**config.mk**
```make
export PLATFORM = sky130hd
export DESIGN_NAME = pam_stream_decoder_core
export DESIGN_NICKNAME = d
export VERILOG_FILES = /design/src/rtl/core/psd_pkg.sv /design/src/rtl/core/psd_ctrl.sv /design/src/rtl/core/psd_datapath.sv /design/src/rtl/core/pam_stream_decoder_core.sv
export SDC_FILE = /design/constraint.sdc
export NUM_CORES = 1
export LEC_CHECK = 0
export BUFFER_PORTS_ARGS = -buffer_cell sky130_fd_sc_hd__buf_2
export CAP_MARGIN = 20
export CORE_MARGIN = 2
export CORE_UTILIZATION = 58
export DETAILED_ROUTE_END_ITERATION = 10
export HOLD_SLACK_MARGIN = 0.05
export PLACE_DENSITY = 0.78
export SYNTH_ARGS = -nofsm -noshare
export SYNTH_HDL_FRONTEND = slang
export SYNTH_HIERARCHICAL = 1
export SYNTH_SLANG_ARGS = --single-unit
```
**constraint.sdc**
```tcl
create_clock -name clk -period 5.5 [get_ports clk]
set_clock_uncertainty 0.1 [all_clocks]
set_input_delay 1.1 -clock clk [delete_from_list [all_inputs] [get_ports clk]]
set_output_delay 1.1 -clock clk [all_outputs]
set_load 0.005 [all_outputs]
```
**src/rtl/core/psd_pkg.sv**
```systemverilog
// Shared types and constants for the PAM stream decoder.
// Used by the controller, the datapath and the top level. No dependencies.
`timescale 1ns / 1ps
`default_nettype none

package psd_pkg;

    // result kinds
    localparam logic [1:0] KIND_HDR = 2'd0;
    localparam logic [1:0] KIND_PIX = 2'd1;
    localparam logic [1:0] KIND_ERR = 2'd2;

    // error codes
    localparam logic [2:0] ERR_MAGIC = 3'd0;
    localparam logic [2:0] ERR_KEYWORD = 3'd1;
    localparam logic [2:0] ERR_TUPLE = 3'd2;
    localparam logic [2:0] ERR_LINE = 3'd3;
    localparam logic [2:0] ERR_TRUNC = 3'd4;
    localparam logic [2:0] ERR_SIZE = 3'd5;

    // header keywords awaiting a value
    localparam logic [2:0] KW_NONE = 3'd0;
    localparam logic [2:0] KW_WIDTH = 3'd1;
    localparam logic [2:0] KW_HEIGHT = 3'd2;
    localparam logic [2:0] KW_DEPTH = 3'd3;
    localparam logic [2:0] KW_MAXVAL = 3'd4;
    localparam logic [2:0] KW_TUPL = 3'd5;

    // characters
    localparam logic [7:0] CH_P = 8'h50;
    localparam logic [7:0] CH_7 = 8'h37;
    localparam logic [7:0] CH_LF = 8'h0A;
    localparam logic [7:0] CH_CR = 8'h0D;
    localparam logic [7:0] CH_TAB = 8'h09;
    localparam logic [7:0] CH_SPACE = 8'h20;
    localparam logic [7:0] CH_HASH = 8'h23;
    localparam logic [7:0] CH_0 = 8'h30;
    localparam logic [7:0] CH_9 = 8'h39;

    // token texts, left aligned and padded to the compare span
    localparam int TOK_CMP = 9;
    localparam logic [71:0] TXT_ENDHDR = "ENDHDR   ";
    localparam logic [71:0] TXT_WIDTH = "WIDTH    ";
    localparam logic [71:0] TXT_HEIGHT = "HEIGHT   ";
    localparam logic [71:0] TXT_DEPTH = "DEPTH    ";
    localparam logic [71:0] TXT_MAXVAL = "MAXVAL   ";
    localparam logic [71:0] TXT_TUPL = "TUPLTYPE ";
    localparam logic [71:0] TXT_RGB = "RGB      ";
    localparam logic [71:0] TXT_RGBA = {"RGB", 8'h5F, "ALPHA"};
    localparam logic [3:0] LEN_ENDHDR = 4'd6;
    localparam logic [3:0] LEN_WIDTH = 4'd5;
    localparam logic [3:0] LEN_HEIGHT = 4'd6;
    localparam logic [3:0] LEN_DEPTH = 4'd5;
    localparam logic [3:0] LEN_MAXVAL = 4'd6;
    localparam logic [3:0] LEN_TUPL = 4'd8;
    localparam logic [3:0] LEN_RGB = 4'd3;
    localparam logic [3:0] LEN_RGBA = 4'd9;

    localparam logic [16:0] NUM_SAT = 17'd131071;
    localparam logic [16:0] MAXVAL_LIMIT = 17'd65535;
    localparam logic [7:0] SAMPLE_MAX = 8'd255;
    localparam logic [4:0] DIV_STEPS = 5'd17;

    typedef struct packed {
        logic       tok_start;
        logic       tok_append;
        logic       kw_set;
        logic [2:0] kw_id;
        logic       num_start;
        logic       num_digit;
        logic       num_store;
        logic       tup_set;
        logic       tup_alpha;
        logic       hdr_clear;
        logic       hdr_finish;
        logic       pix_start;
        logic       out_load;
        logic [1:0] out_kind;
        logic [2:0] out_err;
    } psd_cmd_t;

    typedef struct packed {
        logic       is_blank;
        logic       is_lf;
        logic       is_digit;
        logic       is_p;
        logic       is_7;
        logic       is_hash;
        logic       m_endhdr;
        logic       kw_hit;
        logic [2:0] kw_id;
        logic       m_rgb;
        logic       m_rgba;
        logic       tok_full;
        logic       num_bad;
        logic       hdr_ok;
        logic       pend_tupl;
        logic       last_sample;
        logic       div_done;
    } psd_stat_t;

endpackage

`default_nettype wire

```
**src/rtl/core/psd_ctrl.sv**
```systemverilog
// Controller: parse phase and engine state machines, handshake control.
// Depends on psd_pkg; drives commands into psd_datapath and reads its status.
`timescale 1ns / 1ps
`default_nettype none

module psd_ctrl
    import psd_pkg::*;
(
    input  wire logic      clk,
    input  wire logic      rst_n,
    input  wire logic      in_valid,
    output logic           in_stall,
    input  wire logic      end_of_stream,
    output logic           out_valid,
    input  wire logic      out_stall,
    input  wire psd_stat_t stat,
    output psd_cmd_t       cmd
);

    localparam logic [3:0] PH_MAG_P = 4'd0;
    localparam logic [3:0] PH_MAG_7 = 4'd1;
    localparam logic [3:0] PH_MAG_NL = 4'd2;
    localparam logic [3:0] PH_LINE = 4'd3;
    localparam logic [3:0] PH_COMMENT = 4'd4;
    localparam logic [3:0] PH_KEY = 4'd5;
    localparam logic [3:0] PH_PREVAL = 4'd6;
    localparam logic [3:0] PH_NUM = 4'd7;
    localparam logic [3:0] PH_TUPLE = 4'd8;
    localparam logic [3:0] PH_TAIL = 4'd9;
    localparam logic [3:0] PH_ENDTAIL = 4'd10;
    localparam logic [3:0] PH_PIX = 4'd11;
    localparam logic [3:0] PH_DROP = 4'd12;

    localparam logic ENG_IDLE = 1'b0;
    localparam logic ENG_DIV = 1'b1;

    logic [3:0] phase_reg, phase_next;
    logic       eng_reg, eng_next;
    logic       out_valid_reg, out_valid_next;
    logic       accept, take;
    logic       res_err, res_hdr, res_pix, done, finish;
    logic [2:0] err_code;

    assign in_stall = (eng_reg != ENG_IDLE) || (out_valid_reg && out_stall);
    assign out_valid = out_valid_reg;
    assign accept = in_valid && !in_stall;
    assign take = out_valid_reg && !out_stall;

    always_comb
    begin
        cmd = '0;
        phase_next = phase_reg;
        eng_next = eng_reg;
        out_valid_next = take ? 1'b0 : out_valid_reg;
        res_err = 1'b0;
        res_hdr = 1'b0;
        res_pix = 1'b0;
        done = 1'b0;
        finish = 1'b0;
        err_code = ERR_MAGIC;

        if (accept)
        begin
            unique case (phase_reg)
                PH_MAG_P:
                begin
                    if (stat.is_p) phase_next = PH_MAG_7;
                    else res_err = 1'b1;
                end
                PH_MAG_7:
                begin
                    if (stat.is_7) phase_next = PH_MAG_NL;
                    else res_err = 1'b1;
                end
                PH_MAG_NL:
                begin
                    if (stat.is_lf)
                    begin
                        cmd.hdr_clear = 1'b1;
                        phase_next = PH_LINE;
                    end
                    else res_err = 1'b1;
                end
                PH_LINE:
                begin
                    if (stat.is_blank || stat.is_lf) phase_next = PH_LINE;
                    else if (stat.is_hash) phase_next = PH_COMMENT;
                    else
                    begin
                        cmd.tok_start = 1'b1;
                        phase_next = PH_KEY;
                    end
                end
                PH_COMMENT:
                begin
                    if (stat.is_lf) phase_next = PH_LINE;
                end
                PH_KEY:
                begin
                    if (stat.is_blank || stat.is_lf)
                    begin
                        if (stat.m_endhdr)
                        begin
                            if (stat.is_lf) finish = 1'b1;
                            else phase_next = PH_ENDTAIL;
                        end
                        else if (stat.kw_hit)
                        begin
                            cmd.kw_set = 1'b1;
                            cmd.kw_id = stat.kw_id;
                            if (stat.is_lf)
                            begin
                                res_err = 1'b1;
                                err_code = ERR_LINE;
                            end
                            else phase_next = PH_PREVAL;
                        end
                        else
                        begin
                            res_err = 1'b1;
                            err_code = ERR_KEYWORD;
                        end
                    end
                    else if (stat.tok_full)
                    begin
                        res_err = 1'b1;
                        err_code = ERR_KEYWORD;
                    end
                    else cmd.tok_append = 1'b1;
                end
                PH_PREVAL:
                begin
                    if (stat.is_blank) phase_next = PH_PREVAL;
                    else if (stat.is_lf)
                    begin
                        res_err = 1'b1;
                        err_code = ERR_LINE;
                    end
                    else if (stat.pend_tupl)
                    begin
                        cmd.tok_start = 1'b1;
                        phase_next = PH_TUPLE;
                    end
                    else if (stat.is_digit)
                    begin
                        cmd.num_start = 1'b1;
                        phase_next = PH_NUM;
                    end
                    else
                    begin
                        res_err = 1'b1;
                        err_code = ERR_LINE;
                    end
                end
                PH_NUM:
                begin
                    if (stat.is_digit) cmd.num_digit = 1'b1;
                    else if (stat.is_blank || stat.is_lf)
                    begin
                        if (stat.num_bad)
                        begin
                            res_err = 1'b1;
                            err_code = ERR_SIZE;
                        end
                        else
                        begin
                            cmd.num_store = 1'b1;
                            phase_next = stat.is_lf ? PH_LINE : PH_TAIL;
                        end
                    end
                    else
                    begin
                        res_err = 1'b1;
                        err_code = ERR_LINE;
                    end
                end
                PH_TUPLE:
                begin
                    if (stat.is_blank || stat.is_lf)
                    begin
                        if (stat.m_rgb || stat.m_rgba)
                        begin
                            cmd.tup_set = 1'b1;
                            cmd.tup_alpha = stat.m_rgba;
                            phase_next = stat.is_lf ? PH_LINE : PH_TAIL;
                        end
                        else
                        begin
                            res_err = 1'b1;
                            err_code = ERR_TUPLE;
                        end
                    end
                    else if (stat.tok_full)
                    begin
                        res_err = 1'b1;
                        err_code = ERR_TUPLE;
                    end
                    else cmd.tok_append = 1'b1;
                end
                PH_TAIL:
                begin
                    if (stat.is_lf) phase_next = PH_LINE;
                    else if (!stat.is_blank)
                    begin
                        res_err = 1'b1;
                        err_code = ERR_LINE;
                    end
                end
                PH_ENDTAIL:
                begin
                    if (stat.is_lf) finish = 1'b1;
                    else if (!stat.is_blank)
                    begin
                        res_err = 1'b1;
                        err_code = ERR_LINE;
                    end
                end
                PH_PIX:
                begin
                    cmd.pix_start = 1'b1;
                    res_pix = 1'b1;
                    if (stat.last_sample)
                    begin
                        done = 1'b1;
                        phase_next = PH_MAG_P;
                    end
                end
                default:
                begin
                    phase_next = PH_DROP;
                end
            endcase

            if (finish)
            begin
                if (stat.hdr_ok)
                begin
                    cmd.hdr_finish = 1'b1;
                    res_hdr = 1'b1;
                    phase_next = PH_PIX;
                end
                else
                begin
                    res_err = 1'b1;
                    err_code = ERR_SIZE;
                end
            end

            if (res_err) phase_next = PH_DROP;

            // an unfinished image at end of stream overrides a header or sample
            if (end_of_stream)
            begin
                if (phase_next != PH_DROP && !done)
                begin
                    res_err = 1'b1;
                    err_code = ERR_TRUNC;
                    res_hdr = 1'b0;
                    res_pix = 1'b0;
                end
                phase_next = PH_MAG_P;
            end

            if (res_err || res_hdr)
            begin
                cmd.out_load = 1'b1;
                cmd.out_kind = res_err ? KIND_ERR : KIND_HDR;
                cmd.out_err = err_code;
                out_valid_next = 1'b1;
            end
            if (res_pix) eng_next = ENG_DIV;
        end

        // hand the divided sample to the output register once it is free
        if (eng_reg == ENG_DIV && stat.div_done && (!out_valid_reg || take))
        begin
            cmd.out_load = 1'b1;
            cmd.out_kind = KIND_PIX;
            out_valid_next = 1'b1;
            eng_next = ENG_IDLE;
        end
    end

    always_ff @(posedge clk or negedge rst_n)
    begin
        if (!rst_n)
        begin
            phase_reg <= PH_MAG_P;
            eng_reg <= ENG_IDLE;
            out_valid_reg <= 1'b0;
        end
        else
        begin
            phase_reg <= phase_next;
            eng_reg <= eng_next;
            out_valid_reg <= out_valid_next;
        end
    end

endmodule

`default_nettype wire

```
**src/rtl/core/psd_datapath.sv**
```systemverilog
// Datapath: token store, number accumulator, header registers, sample
// counters, restoring divider and output register. Depends on psd_pkg.
`timescale 1ns / 1ps
`default_nettype none

module psd_datapath
    import psd_pkg::*;
#(
    parameter int MAX_SIDE = 4096,
    parameter int MAX_TOKEN_LEN = 9
)
(
    input  wire logic     clk,
    input  wire logic     rst_n,
    input  wire logic [7:0] data_byte,
    input  wire psd_cmd_t cmd,
    output psd_stat_t     stat,
    output logic [1:0]    result_kind,
    output logic [12:0]   image_width,
    output logic [12:0]   image_height,
    output logic          has_alpha,
    output logic [15:0]   max_sample,
    output logic [7:0]    sample,
    output logic [1:0]    channel,
    output logic          last_of_pixel,
    output logic          last_of_image,
    output logic [2:0]    error_code
);

    localparam int SIDE_W = $clog2(MAX_SIDE + 1);
    localparam int PX_W = 2 * SIDE_W;
    localparam int SL_W = PX_W + 2;
    localparam int TL_W = $clog2(MAX_TOKEN_LEN + 1);
    localparam int IDX_W = $clog2(MAX_TOKEN_LEN);

    logic [7:0]        tok_mem [MAX_TOKEN_LEN];
    logic [TOK_CMP-1:0][7:0] tok_view;
    logic [TL_W-1:0]   tok_len_reg;
    logic [2:0]        pend_reg;
    logic [16:0]       acc_reg;
    logic [SIDE_W-1:0] width_reg, height_reg;
    logic [15:0]       maxval_reg;
    logic              alpha_reg;
    logic [PX_W-1:0]   pix_reg;
    logic [SL_W-1:0]   left_reg;
    logic [1:0]        chan_reg;

    logic [15:0]       div_rem_reg;
    logic [16:0]       div_num_reg, div_quo_reg;
    logic [4:0]        div_cnt_reg;
    logic [1:0]        pend_chan_reg;
    logic              pend_lastpix_reg, pend_lastimg_reg;

    logic [1:0]  kind_reg;
    logic [12:0] ow_reg, oh_reg;
    logic        oa_reg;
    logic [15:0] om_reg;
    logic [7:0]  os_reg;
    logic [1:0]  oc_reg;
    logic        olp_reg, oli_reg;
    logic [2:0]  oe_reg;

    logic [3:0]  digit;
    logic [20:0] acc_ext, acc_prod;
    logic [16:0] acc_next;
    logic        lastpix;
    logic [16:0] div_trial;
    logic [16:0] numer;
    logic [7:0]  sat_q;

    function automatic logic tok_eq(input logic [71:0] txt, input logic [3:0] n,
                                    input logic [TL_W-1:0] len,
                                    input logic [TOK_CMP-1:0][7:0] chars);
        logic ok;
        ok = (len == TL_W'(n));
        for (int i = 0; i < TOK_CMP; i++)
        begin
            if (4'(i) < n && chars[i] != txt[71 - 8 * i -: 8]) ok = 1'b0;
        end
        return ok;
    endfunction

    always_comb
    begin
        for (int i = 0; i < TOK_CMP; i++) tok_view[i] = tok_mem[i];
    end

    assign digit = data_byte[3:0];
    assign acc_ext = {4'b0, acc_reg};
    assign acc_prod = (acc_ext << 3) + (acc_ext << 1) + {17'b0, digit};
    assign acc_next = (acc_prod > 21'(NUM_SAT)) ? NUM_SAT : acc_prod[16:0];
    assign lastpix = (chan_reg == (alpha_reg ? 2'd3 : 2'd2));
    assign div_trial = {div_rem_reg, div_num_reg[16]};
    assign numer = {1'b0, data_byte, 8'b0} - {9'b0, data_byte} + {2'b0, maxval_reg[15:1]};
    assign sat_q = (|div_quo_reg[16:8]) ? SAMPLE_MAX : div_quo_reg[7:0];

    always_comb
    begin
        stat = '0;
        stat.is_blank = (data_byte == CH_SPACE) || (data_byte == CH_TAB) ||
                        (data_byte == CH_CR);
        stat.is_lf = (data_byte == CH_LF);
        stat.is_digit = (data_byte >= CH_0) && (data_byte <= CH_9);
        stat.is_p = (data_byte == CH_P);
        stat.is_7 = (data_byte == CH_7);
        stat.is_hash = (data_byte == CH_HASH);
        stat.m_endhdr = tok_eq(TXT_ENDHDR, LEN_ENDHDR, tok_len_reg, tok_view);
        stat.kw_hit = 1'b1;
        if (tok_eq(TXT_WIDTH, LEN_WIDTH, tok_len_reg, tok_view)) stat.kw_id = KW_WIDTH;
        else if (tok_eq(TXT_HEIGHT, LEN_HEIGHT, tok_len_reg, tok_view))
            stat.kw_id = KW_HEIGHT;
        else if (tok_eq(TXT_DEPTH, LEN_DEPTH, tok_len_reg, tok_view)) stat.kw_id = KW_DEPTH;
        else if (tok_eq(TXT_MAXVAL, LEN_MAXVAL, tok_len_reg, tok_view))
            stat.kw_id = KW_MAXVAL;
        else if (tok_eq(TXT_TUPL, LEN_TUPL, tok_len_reg, tok_view)) stat.kw_id = KW_TUPL;
        else
        begin
            stat.kw_hit = 1'b0;
            stat.kw_id = KW_NONE;
        end
        stat.m_rgb = tok_eq(TXT_RGB, LEN_RGB, tok_len_reg, tok_view);
        stat.m_rgba = tok_eq(TXT_RGBA, LEN_RGBA, tok_len_reg, tok_view);
        stat.tok_full = (tok_len_reg >= TL_W'(MAX_TOKEN_LEN));
        case (pend_reg) inside
            KW_WIDTH, KW_HEIGHT: stat.num_bad = (acc_reg == '0) || (acc_reg > 17'(MAX_SIDE));
            KW_MAXVAL: stat.num_bad = (acc_reg == '0) || (acc_reg > MAXVAL_LIMIT);
            default: stat.num_bad = 1'b0;
        endcase
        stat.hdr_ok = (width_reg != '0) && (height_reg != '0) && (maxval_reg != '0);
        stat.pend_tupl = (pend_reg == KW_TUPL);
        stat.last_sample = (left_reg == SL_W'(1));
        stat.div_done = (div_cnt_reg == '0);
    end

    // token store: no reset, entries are read only below the fill length
    always_ff @(posedge clk)
    begin
        if (cmd.tok_start) tok_mem[0] <= data_byte;
        else if (cmd.tok_append) tok_mem[tok_len_reg[IDX_W-1:0]] <= data_byte;
    end

    always_ff @(posedge clk or negedge rst_n)
    begin
        if (!rst_n)
        begin
            tok_len_reg <= '0;
            pend_reg <= KW_NONE;
            acc_reg <= '0;
            width_reg <= '0;
            height_reg <= '0;
            maxval_reg <= '0;
            alpha_reg <= 1'b0;
            pix_reg <= '0;
            left_reg <= '0;
            chan_reg <= '0;
            div_cnt_reg <= '0;
        end
        else
        begin
            pix_reg <= PX_W'(width_reg * height_reg);
            if (cmd.hdr_clear)
            begin
                tok_len_reg <= '0;
                pend_reg <= KW_NONE;
                acc_reg <= '0;
                width_reg <= '0;
                height_reg <= '0;
                maxval_reg <= '0;
                alpha_reg <= 1'b0;
            end
            if (cmd.tok_start) tok_len_reg <= TL_W'(1);
            else if (cmd.tok_append) tok_len_reg <= tok_len_reg + TL_W'(1);
            if (cmd.kw_set) pend_reg <= cmd.kw_id;
            if (cmd.num_start) acc_reg <= {13'b0, digit};
            else if (cmd.num_digit) acc_reg <= acc_next;
            if (cmd.num_store)
            begin
                case (pend_reg)
                    KW_WIDTH: width_reg <= acc_reg[SIDE_W-1:0];
                    KW_HEIGHT: height_reg <= acc_reg[SIDE_W-1:0];
                    KW_MAXVAL: maxval_reg <= acc_reg[15:0];
                    default: ;
                endcase
            end
            if (cmd.tup_set) alpha_reg <= cmd.tup_alpha;
            if (cmd.hdr_finish)
            begin
                left_reg <= alpha_reg ? {pix_reg, 2'b00}
                                      : {2'b00, pix_reg} + {1'b0, pix_reg, 1'b0};
                chan_reg <= '0;
            end
            if (cmd.pix_start)
            begin
                chan_reg <= lastpix ? 2'd0 : chan_reg + 2'd1;
                left_reg <= left_reg - SL_W'(1);
                div_cnt_reg <= DIV_STEPS;
            end
            else if (div_cnt_reg != '0)
            begin
                div_cnt_reg <= div_cnt_reg - 5'd1;
            end
        end
    end

    // restoring divider, one quotient bit per cycle
    always_ff @(posedge clk)
    begin
        if (cmd.pix_start)
        begin
            div_num_reg <= numer;
            div_rem_reg <= '0;
            div_quo_reg <= '0;
            pend_chan_reg <= chan_reg;
            pend_lastpix_reg <= lastpix;
            pend_lastimg_reg <= (left_reg == SL_W'(1));
        end
        else if (div_cnt_reg != '0)
        begin
            div_num_reg <= {div_num_reg[15:0], 1'b0};
            if (div_trial >= {1'b0, maxval_reg})
            begin
                div_rem_reg <= 16'(div_trial - {1'b0, maxval_reg});
                div_quo_reg <= {div_quo_reg[15:0], 1'b1};
            end
            else
            begin
                div_rem_reg <= div_trial[15:0];
                div_quo_reg <= {div_quo_reg[15:0], 1'b0};
            end
        end
    end

    // output register: fields that do not belong to the result kind read zero
    always_ff @(posedge clk)
    begin
        if (cmd.out_load)
        begin
            kind_reg <= cmd.out_kind;
            case (cmd.out_kind)
                KIND_HDR:
                begin
                    ow_reg <= 13'(width_reg);
                    oh_reg <= 13'(height_reg);
                    oa_reg <= alpha_reg;
                    om_reg <= maxval_reg;
                    os_reg <= '0;
                    oc_reg <= '0;
                    olp_reg <= 1'b0;
                    oli_reg <= 1'b0;
                    oe_reg <= '0;
                end
                KIND_PIX:
                begin
                    ow_reg <= '0;
                    oh_reg <= '0;
                    oa_reg <= 1'b0;
                    om_reg <= '0;
                    os_reg <= sat_q;
                    oc_reg <= pend_chan_reg;
                    olp_reg <= pend_lastpix_reg;
                    oli_reg <= pend_lastimg_reg;
                    oe_reg <= '0;
                end
                default:
                begin
                    ow_reg <= '0;
                    oh_reg <= '0;
                    oa_reg <= 1'b0;
                    om_reg <= '0;
                    os_reg <= '0;
                    oc_reg <= '0;
                    olp_reg <= 1'b0;
                    oli_reg <= 1'b0;
                    oe_reg <= cmd.out_err;
                end
            endcase
        end
    end

    assign result_kind = kind_reg;
    assign image_width = ow_reg;
    assign image_height = oh_reg;
    assign has_alpha = oa_reg;
    assign max_sample = om_reg;
    assign sample = os_reg;
    assign channel = oc_reg;
    assign last_of_pixel = olp_reg;
    assign last_of_image = oli_reg;
    assign error_code = oe_reg;

endmodule

`default_nettype wire

```
**src/rtl/core/pam_stream_decoder_core.sv**
```systemverilog
// Header bytes: result (header or error) in the cycle after the input transfer;
//   a byte that gives no result frees the input for the next cycle.
// Sample bytes: scaled by the 17-step restoring divider by MAXVAL; the input
//   stays stalled until the sample is loaded into the output register.
// Reset (rst_n low, asynchronous): awaits the magic line, header cleared,
//   output empty. No clearing pass.
`timescale 1ns / 1ps
`default_nettype none

module pam_stream_decoder_core
    import psd_pkg::*;
#(
    parameter int MAX_SIDE = 4096,
    parameter int MAX_TOKEN_LEN = 9
)
(
    input  wire logic       clk,
    input  wire logic       rst_n,
    input  wire logic       in_valid,
    output logic            in_stall,
    input  wire logic [7:0] data_byte,
    input  wire logic       end_of_stream,
    output logic            out_valid,
    input  wire logic       out_stall,
    output logic [1:0]      result_kind,
    output logic [12:0]     image_width,
    output logic [12:0]     image_height,
    output logic            has_alpha,
    output logic [15:0]     max_sample,
    output logic [7:0]      sample,
    output logic [1:0]      channel,
    output logic            last_of_pixel,
    output logic            last_of_image,
    output logic [2:0]      error_code
);

    psd_cmd_t  cmd;
    psd_stat_t stat;

    psd_ctrl u_ctrl (
        .clk           (clk),
        .rst_n         (rst_n),
        .in_valid      (in_valid),
        .in_stall      (in_stall),
        .end_of_stream (end_of_stream),
        .out_valid     (out_valid),
        .out_stall     (out_stall),
        .stat          (stat),
        .cmd           (cmd)
    );

    psd_datapath #(
        .MAX_SIDE      (MAX_SIDE),
        .MAX_TOKEN_LEN (MAX_TOKEN_LEN)
    ) u_dp (
        .clk           (clk),
        .rst_n         (rst_n),
        .data_byte     (data_byte),
        .cmd           (cmd),
        .stat          (stat),
        .result_kind   (result_kind),
        .image_width   (image_width),
        .image_height  (image_height),
        .has_alpha     (has_alpha),
        .max_sample    (max_sample),
        .sample        (sample),
        .channel       (channel),
        .last_of_pixel (last_of_pixel),
        .last_of_image (last_of_image),
        .error_code    (error_code)
    );

endmodule

`default_nettype wire

```
======== Word-level counts from Yosys, hierarchy flattened ========
Memory sizes are Yosys's and may differ from the RTL's.
Index checks and enable logic that the tools add are counted.
operators by class
  add/subtract/negate cells ............... 10
  multipliers ............................. 1
  order comparisons ....................... 7
  equal/unequal tests ..................... 67
  muxes and demuxes ....................... 240
  bitwise logic cells ..................... 2
  reductions and logical operators ........ 46
operator list
  kind                     count
  $ne A8 B7 Y1 const B     36
  $mux W1                  141
  $mux W4                  32
  $mux W17                 6
  $mux W28                 3
  $mux W13                 6
  $mux W3                  22
  $mux W16                 4
  $pmux W4 S10             1
  $mux W2                  15
  $add A26 B27 Y28         1
  $eq A28 B1 Y1 const B    1
  $sub A28 B1 Y28 const B  1
  $mul A13 B13 Y26         1
  $reduce_bool A13 Y1      2
  $eq A4 B3 Y1 const B     6
  $eq A4 B4 Y1 const B     6
  $eq A8 B4 Y1 const B     3
  $eq A8 B6 Y1 const B     3
  $add A20 B18 Y21         1
  $add A21 B4 Y21          1
  $gt A21 B17 Y1 const B   1
  $mux W20                 1
  $add A17 B15 Y17         1
  44 further kinds         78
storage, ports and cells
  bits in registers ....................... 248
  bits in writable memories ............... 72
  logic and storage cells ................. 404
  memories kept ........................... 1
memories
  name          words  bits a word  read ports  clocked after Yosys merged registers in  wr ports  line                source
  u_dp.tok_mem  9      8            9           0                                        1         psd_datapath.sv:36  logic [7:0] tok_mem [MAX_TOKEN_LEN];

======== Longest topological paths before layout ========
An unclocked memory read counts as a cell.
  depth after elaboration ................. 45
  gate-level depth with buffers ........... 21
  gate-level depth less buffers ........... 20

======== Hierarchy ========
The synthesis kept the hierarchy.
modules (own cells, without submodules)
  module        times used  cells each  area each (sq um)  seq. area each (sq um)
  psd_datapath  1           2,303       22,634.2           8,458.1
  psd_ctrl      1           169         1,157.4            150.1

======== Worst setup path after synthesis ========
No wires, ideal clock.
  path type ............................... reg-to-reg
  start ................................... register u_dp.height_reg[6]
  end ..................................... register u_dp.pix_reg[25]
  setup time .............................. 134 ps
  data arrival time ....................... 5,160 ps
  slack ................................... 106 ps
  stages on the path, launching flop included .. 20
  clock period less this slack ............ 5,394 ps
  path through ............................ dfrtp_1 > clkbuf_1 > nand2_1 > fa_1 > fa_1 > inv_1 > fa_1 > fa_1 > inv_1 > fa_1 > inv_1 > ha_1 > a21o_1 > a21o_1 > o21ai_0 > o21ai_0 > o21ai_0 > o21ai_0 > o41ai_1 > xnor2_1
between the ends
  word-level cells in the longest chain between the ends .. 1
RTL lines
  element                 line                 source
  start, declared         psd_datapath.sv:41   logic [SIDE_W-1:0] width_reg, height_reg;
  start signal, assigned  psd_datapath.sv:180  KW_HEIGHT: height_reg <= acc_reg[SIDE_W-1:0];
  $mul A13 B13 Y26        psd_datapath.sv:160  pix_reg <= PX_W'(width_reg * height_reg);
  end signal, assigned    psd_datapath.sv:160
  end, declared           psd_datapath.sv:44   logic [PX_W-1:0] pix_reg;
Every way passes these cells.
A chain may end at the register's enable or synchronous reset.

======== Worst setup path in the final report ========
  start ................................... register u_dp.width_reg[3]
  end ..................................... register u_dp.pix_reg[25]
between the ends
  word-level cells in the longest chain between the ends .. 1
RTL lines
  element                 line                 source
  start, declared         psd_datapath.sv:41
  start signal, assigned  psd_datapath.sv:179  KW_WIDTH: width_reg <= acc_reg[SIDE_W-1:0];
  $mul A13 B13 Y26        psd_datapath.sv:160
Every way passes these cells.

==> run metrics <==
Slew @ Worst Pin 0.9599 ns; clock sink total 320; Register-to-Register Setup Slack 0.25 ns; FF-to-FF End u_dp/pix_reg[25]; Tmin final 5.252 ns; dpl ws -0.05407 ns; EDFF count, synth 153; via count 18880; vias in the first global route 18660; Max Transition Viols Final 0; asr flop ratio synth 41.88%; Initial Util 58.53%; Largest register FFs 72; hold_sp u_dp/div_quo_reg[16]; top cells by count, synth 272 x nand2_1, 247 x inv_1, 185 x ha_1, 153 x edfxtp_1, 147 x nor2_1; cell mode on critical path fa_1; pin count of the biggest net entering global routing 105; relative slew slack 36.01%; Worst-path clk slew 0.06 ns; Setup CP Type flop to flop; n_diodes 0; final instance area 26420 um^2; die area 42660 um^2; status complete, no violations; Final Hold Vio Count 0; worst-path cell with the longest stage delay fa_1; share of cells above drive strength 1 11.11%; Critical Path RT 5.84 ns; antenna violations before repair 2; Crit. End Element flop; First-pass DRT Iterations 6; Area growth syn-to-layout 11.05%; Peak supply drop 0.0002479 V; hold worst-path end u_dp/div_quo_reg[16]; GRT overflow 0; worst hold path class flop to flop; Ys Warns 6; Final setup viols 0; Detail Placement HPWL 44860 um; CP arrival 5.59 ns; Max Fclk 190.4 MHz; wire per inst 19.49 um; Die Y 206.5 um; Pleak 11.92 nW; total global-route track usage 29.10%; max cap viols 0; Startpoint Class flop; clk_lat worst skew 0.58 ns; worst reg2reg path depth 18; Syn Std Cell Area 23790 um^2; critical path, cell by cell buf_4, and2_1, fa_1, fa_1, fa_1, fa_1, inv_1, fa_1, inv_1, ha_1, and3_1, nor2b_1, o21ai_2, o21ai_2, o21ai_2, o21ai_0, o41ai_2, xnor2_1; number of port buffers 74; total core area 40650 um^2; leading area contributor after synthesis edfxtp_1; Synth cell types 94; Synth Instances 2472; mean post-synth cell area 9.624 um^2; top post-synthesis cells by area edfxtp_1 19%, dfrtp_1 14%, fa_1 11%, ha_1 9.7%, nand2_1 4.3%; slowest stage delay, CP 0.55 ns; fin nets 2888; worst r2r src u_dp/width_reg[3]; Antenna Nets Post-Route 0; RSZ-0062 raised after global routing yes; gp weighted congestion 0.9309; # rows 74; Post-CTS Hold Fix Bufs 0; die width 206.5 um; count leader, synth nand2_1; drt drc 0; root buffer cell clkbuf_16; num ports 75; number of fill cells 3206; hold path cells 2; P per Cell Area 279.8 nW/um^2; flops & latches, synth 320; predominant post-synthesis flop cell edfxtp_1; WL final 60900 um; Clock Path Buffers 3; final setup margin 0.2479 ns; first-pass GRT wire length 98220 um; Area after DPL 25090 um^2; htree depth 2; Synth top area share 19.31%; CTS tree yes; register area share after synthesis 36.18%; 1st-iter DRT viols 2007; worst-path fanout max 11; fin crit share 95.49%; Via density 6.041; Mapped Nets 2796; CTS Buf Count 37
## layout make-up
| cell class | instances | area (um^2) | share of cell area [%] |
|---|---|---|---|
| clock buffer | 45 | 1018 | 3.855 |
| clock inverter | 23 | 236.5 | 0.8950 |
| inverter | 249 | 934.6 | 3.537 |
| multi-input combinational | 1801 | 13920 | 52.69 |
| sequential | 320 | 8615 | 32.60 |
| tap | 532 | 665.6 | 2.519 |
| timing repair buffer | 155 | 1030 | 3.897 |
## metrics by stage
step                power [W]  hold WS (ns)  TNS [ns]  cells  utilization [%]
floorplan            0.004341        0.3320         0   2472                -
global placement     0.004783        0.3387         0   3054            61.72
detailed placement   0.004867        0.3523  -0.05407   3054            61.72
CTS                  0.007394        0.3708         0   3122            64.81
global route         0.007724        0.3965  -0.01728   3125            65.00
finish               0.007394        0.3623         0   3125            65.00
## worst max path at each step
stage / startpoint / end / depth (start not counted)
finish: u_dp/width_reg[3] / u_dp/pix_reg[25] / 18
global route: u_dp/width_reg[6] / u_dp/pix_reg[25] / 19
CTS: u_dp/width_reg[7] / u_dp/pix_reg[23] / 19
detailed placement: u_dp/width_reg[6] / u_dp/pix_reg[25] / 17
global placement: u_dp/width_reg[6] / u_dp/pix_reg[25] / 19
floorplan: u_dp/height_reg[6] / u_dp/pix_reg[25] / 19
## layout by cell type, fill, tap and decap left out, drive strengths merged, types with 9 or more instances in the layout
| master | netlist | final |
|---|---|---|
| o31ai | 24 | 24 |
| a21o | 23 | 23 |
| nor2b | 27 | 27 |
| xor2 | 36 | 36 |
| and2 | 124 | 124 |
| a31oi | 15 | 15 |
| and3 | 10 | 10 |
| a311oi | 10 | 10 |
| a21oi | 108 | 108 |
| nand2b | 49 | 49 |
| or3 | 17 | 17 |
| inv | 247 | 250 |
| mux2i | 25 | 25 |
| xnor2 | 58 | 58 |
| nand2 | 273 | 273 |
| clkbuf | 82 | 46 |
| clkinv | 2 | 16 |
| nand3 | 36 | 36 |
| a211oi | 31 | 31 |
| nand4 | 16 | 16 |
| nor3b | 12 | 12 |
| fa | 126 | 126 |
| nand3b | 11 | 11 |
| edfxtp | 153 | 153 |
| a221o | 17 | 17 |
| buf | 20 | 154 |
| o21a | 30 | 30 |
| o211ai | 24 | 24 |
| nor2 | 147 | 147 |
| nor3 | 74 | 74 |
| a211o | 9 | 9 |
| dfrtp | 134 | 134 |
| o21ai | 114 | 114 |
| dfxtp | 33 | 33 |
| mux2 | 14 | 14 |
| nor4b | 9 | 9 |
| ha | 185 | 185 |
| nor4 | 31 | 31 |
## cell families (layout without fill, tap and decap cells)
| family | count (synthesis) | in the layout | share of synthesized area [%] |
|---|---|---|---|
| XOR/XNOR | 94 | 94 | 3.460 |
| AND/OR/NAND/NOR | 875 | 875 | 18.92 |
| AO/OA/AOI/OAI | 482 | 482 | 13.67 |
| multiplexers | 39 | 39 | 1.714 |
| flip-flops | 320 | 320 | 36.18 |
| buffers and inverters | 351 | 472 | 5.717 |
| adder cells (fa/ha/maj) | 311 | 311 | 20.33 |
## timing repair
item	CTS	global route
endpoints found under the hold margin	0	0
endpoints found under the setup margin	3	8
gates resized for setup	2	21
pin swaps	0	3
setup buffers	0	1
## power by group
| part | total [W] | switching (W) | internal, W |
|---|---|---|---|
| sequential | 0.00323 | 0.000279 | 0.00296 |
| combinational | 0.00164 | 0.000946 | 0.000694 |
| clock | 0.00252 | 0.00108 | 0.00144 |
| total | 0.00739 | 0.00230 | 0.00509 |
## worst max-delay path, delay by kind of cell, from the launching register on
kind	cells	cell delay [ns]
fa+ha+maj	6	2.88
flops	1	0.44
xor+xnor	1	0.11
compound gates	5	0.78
simple gates	3	0.53
buf+inv	3	0.31
## per-layer routing
layer	global-route usage [%]	wire, um	up-vias
met2	46.87	28090	718
met3	4.254	4343	143
met5	0	7	-
met1	40.43	26560	9213
li1	-	-	8803
met4	10.13	1897	2
No activity file was read; power rests on OpenSTA's default activity.
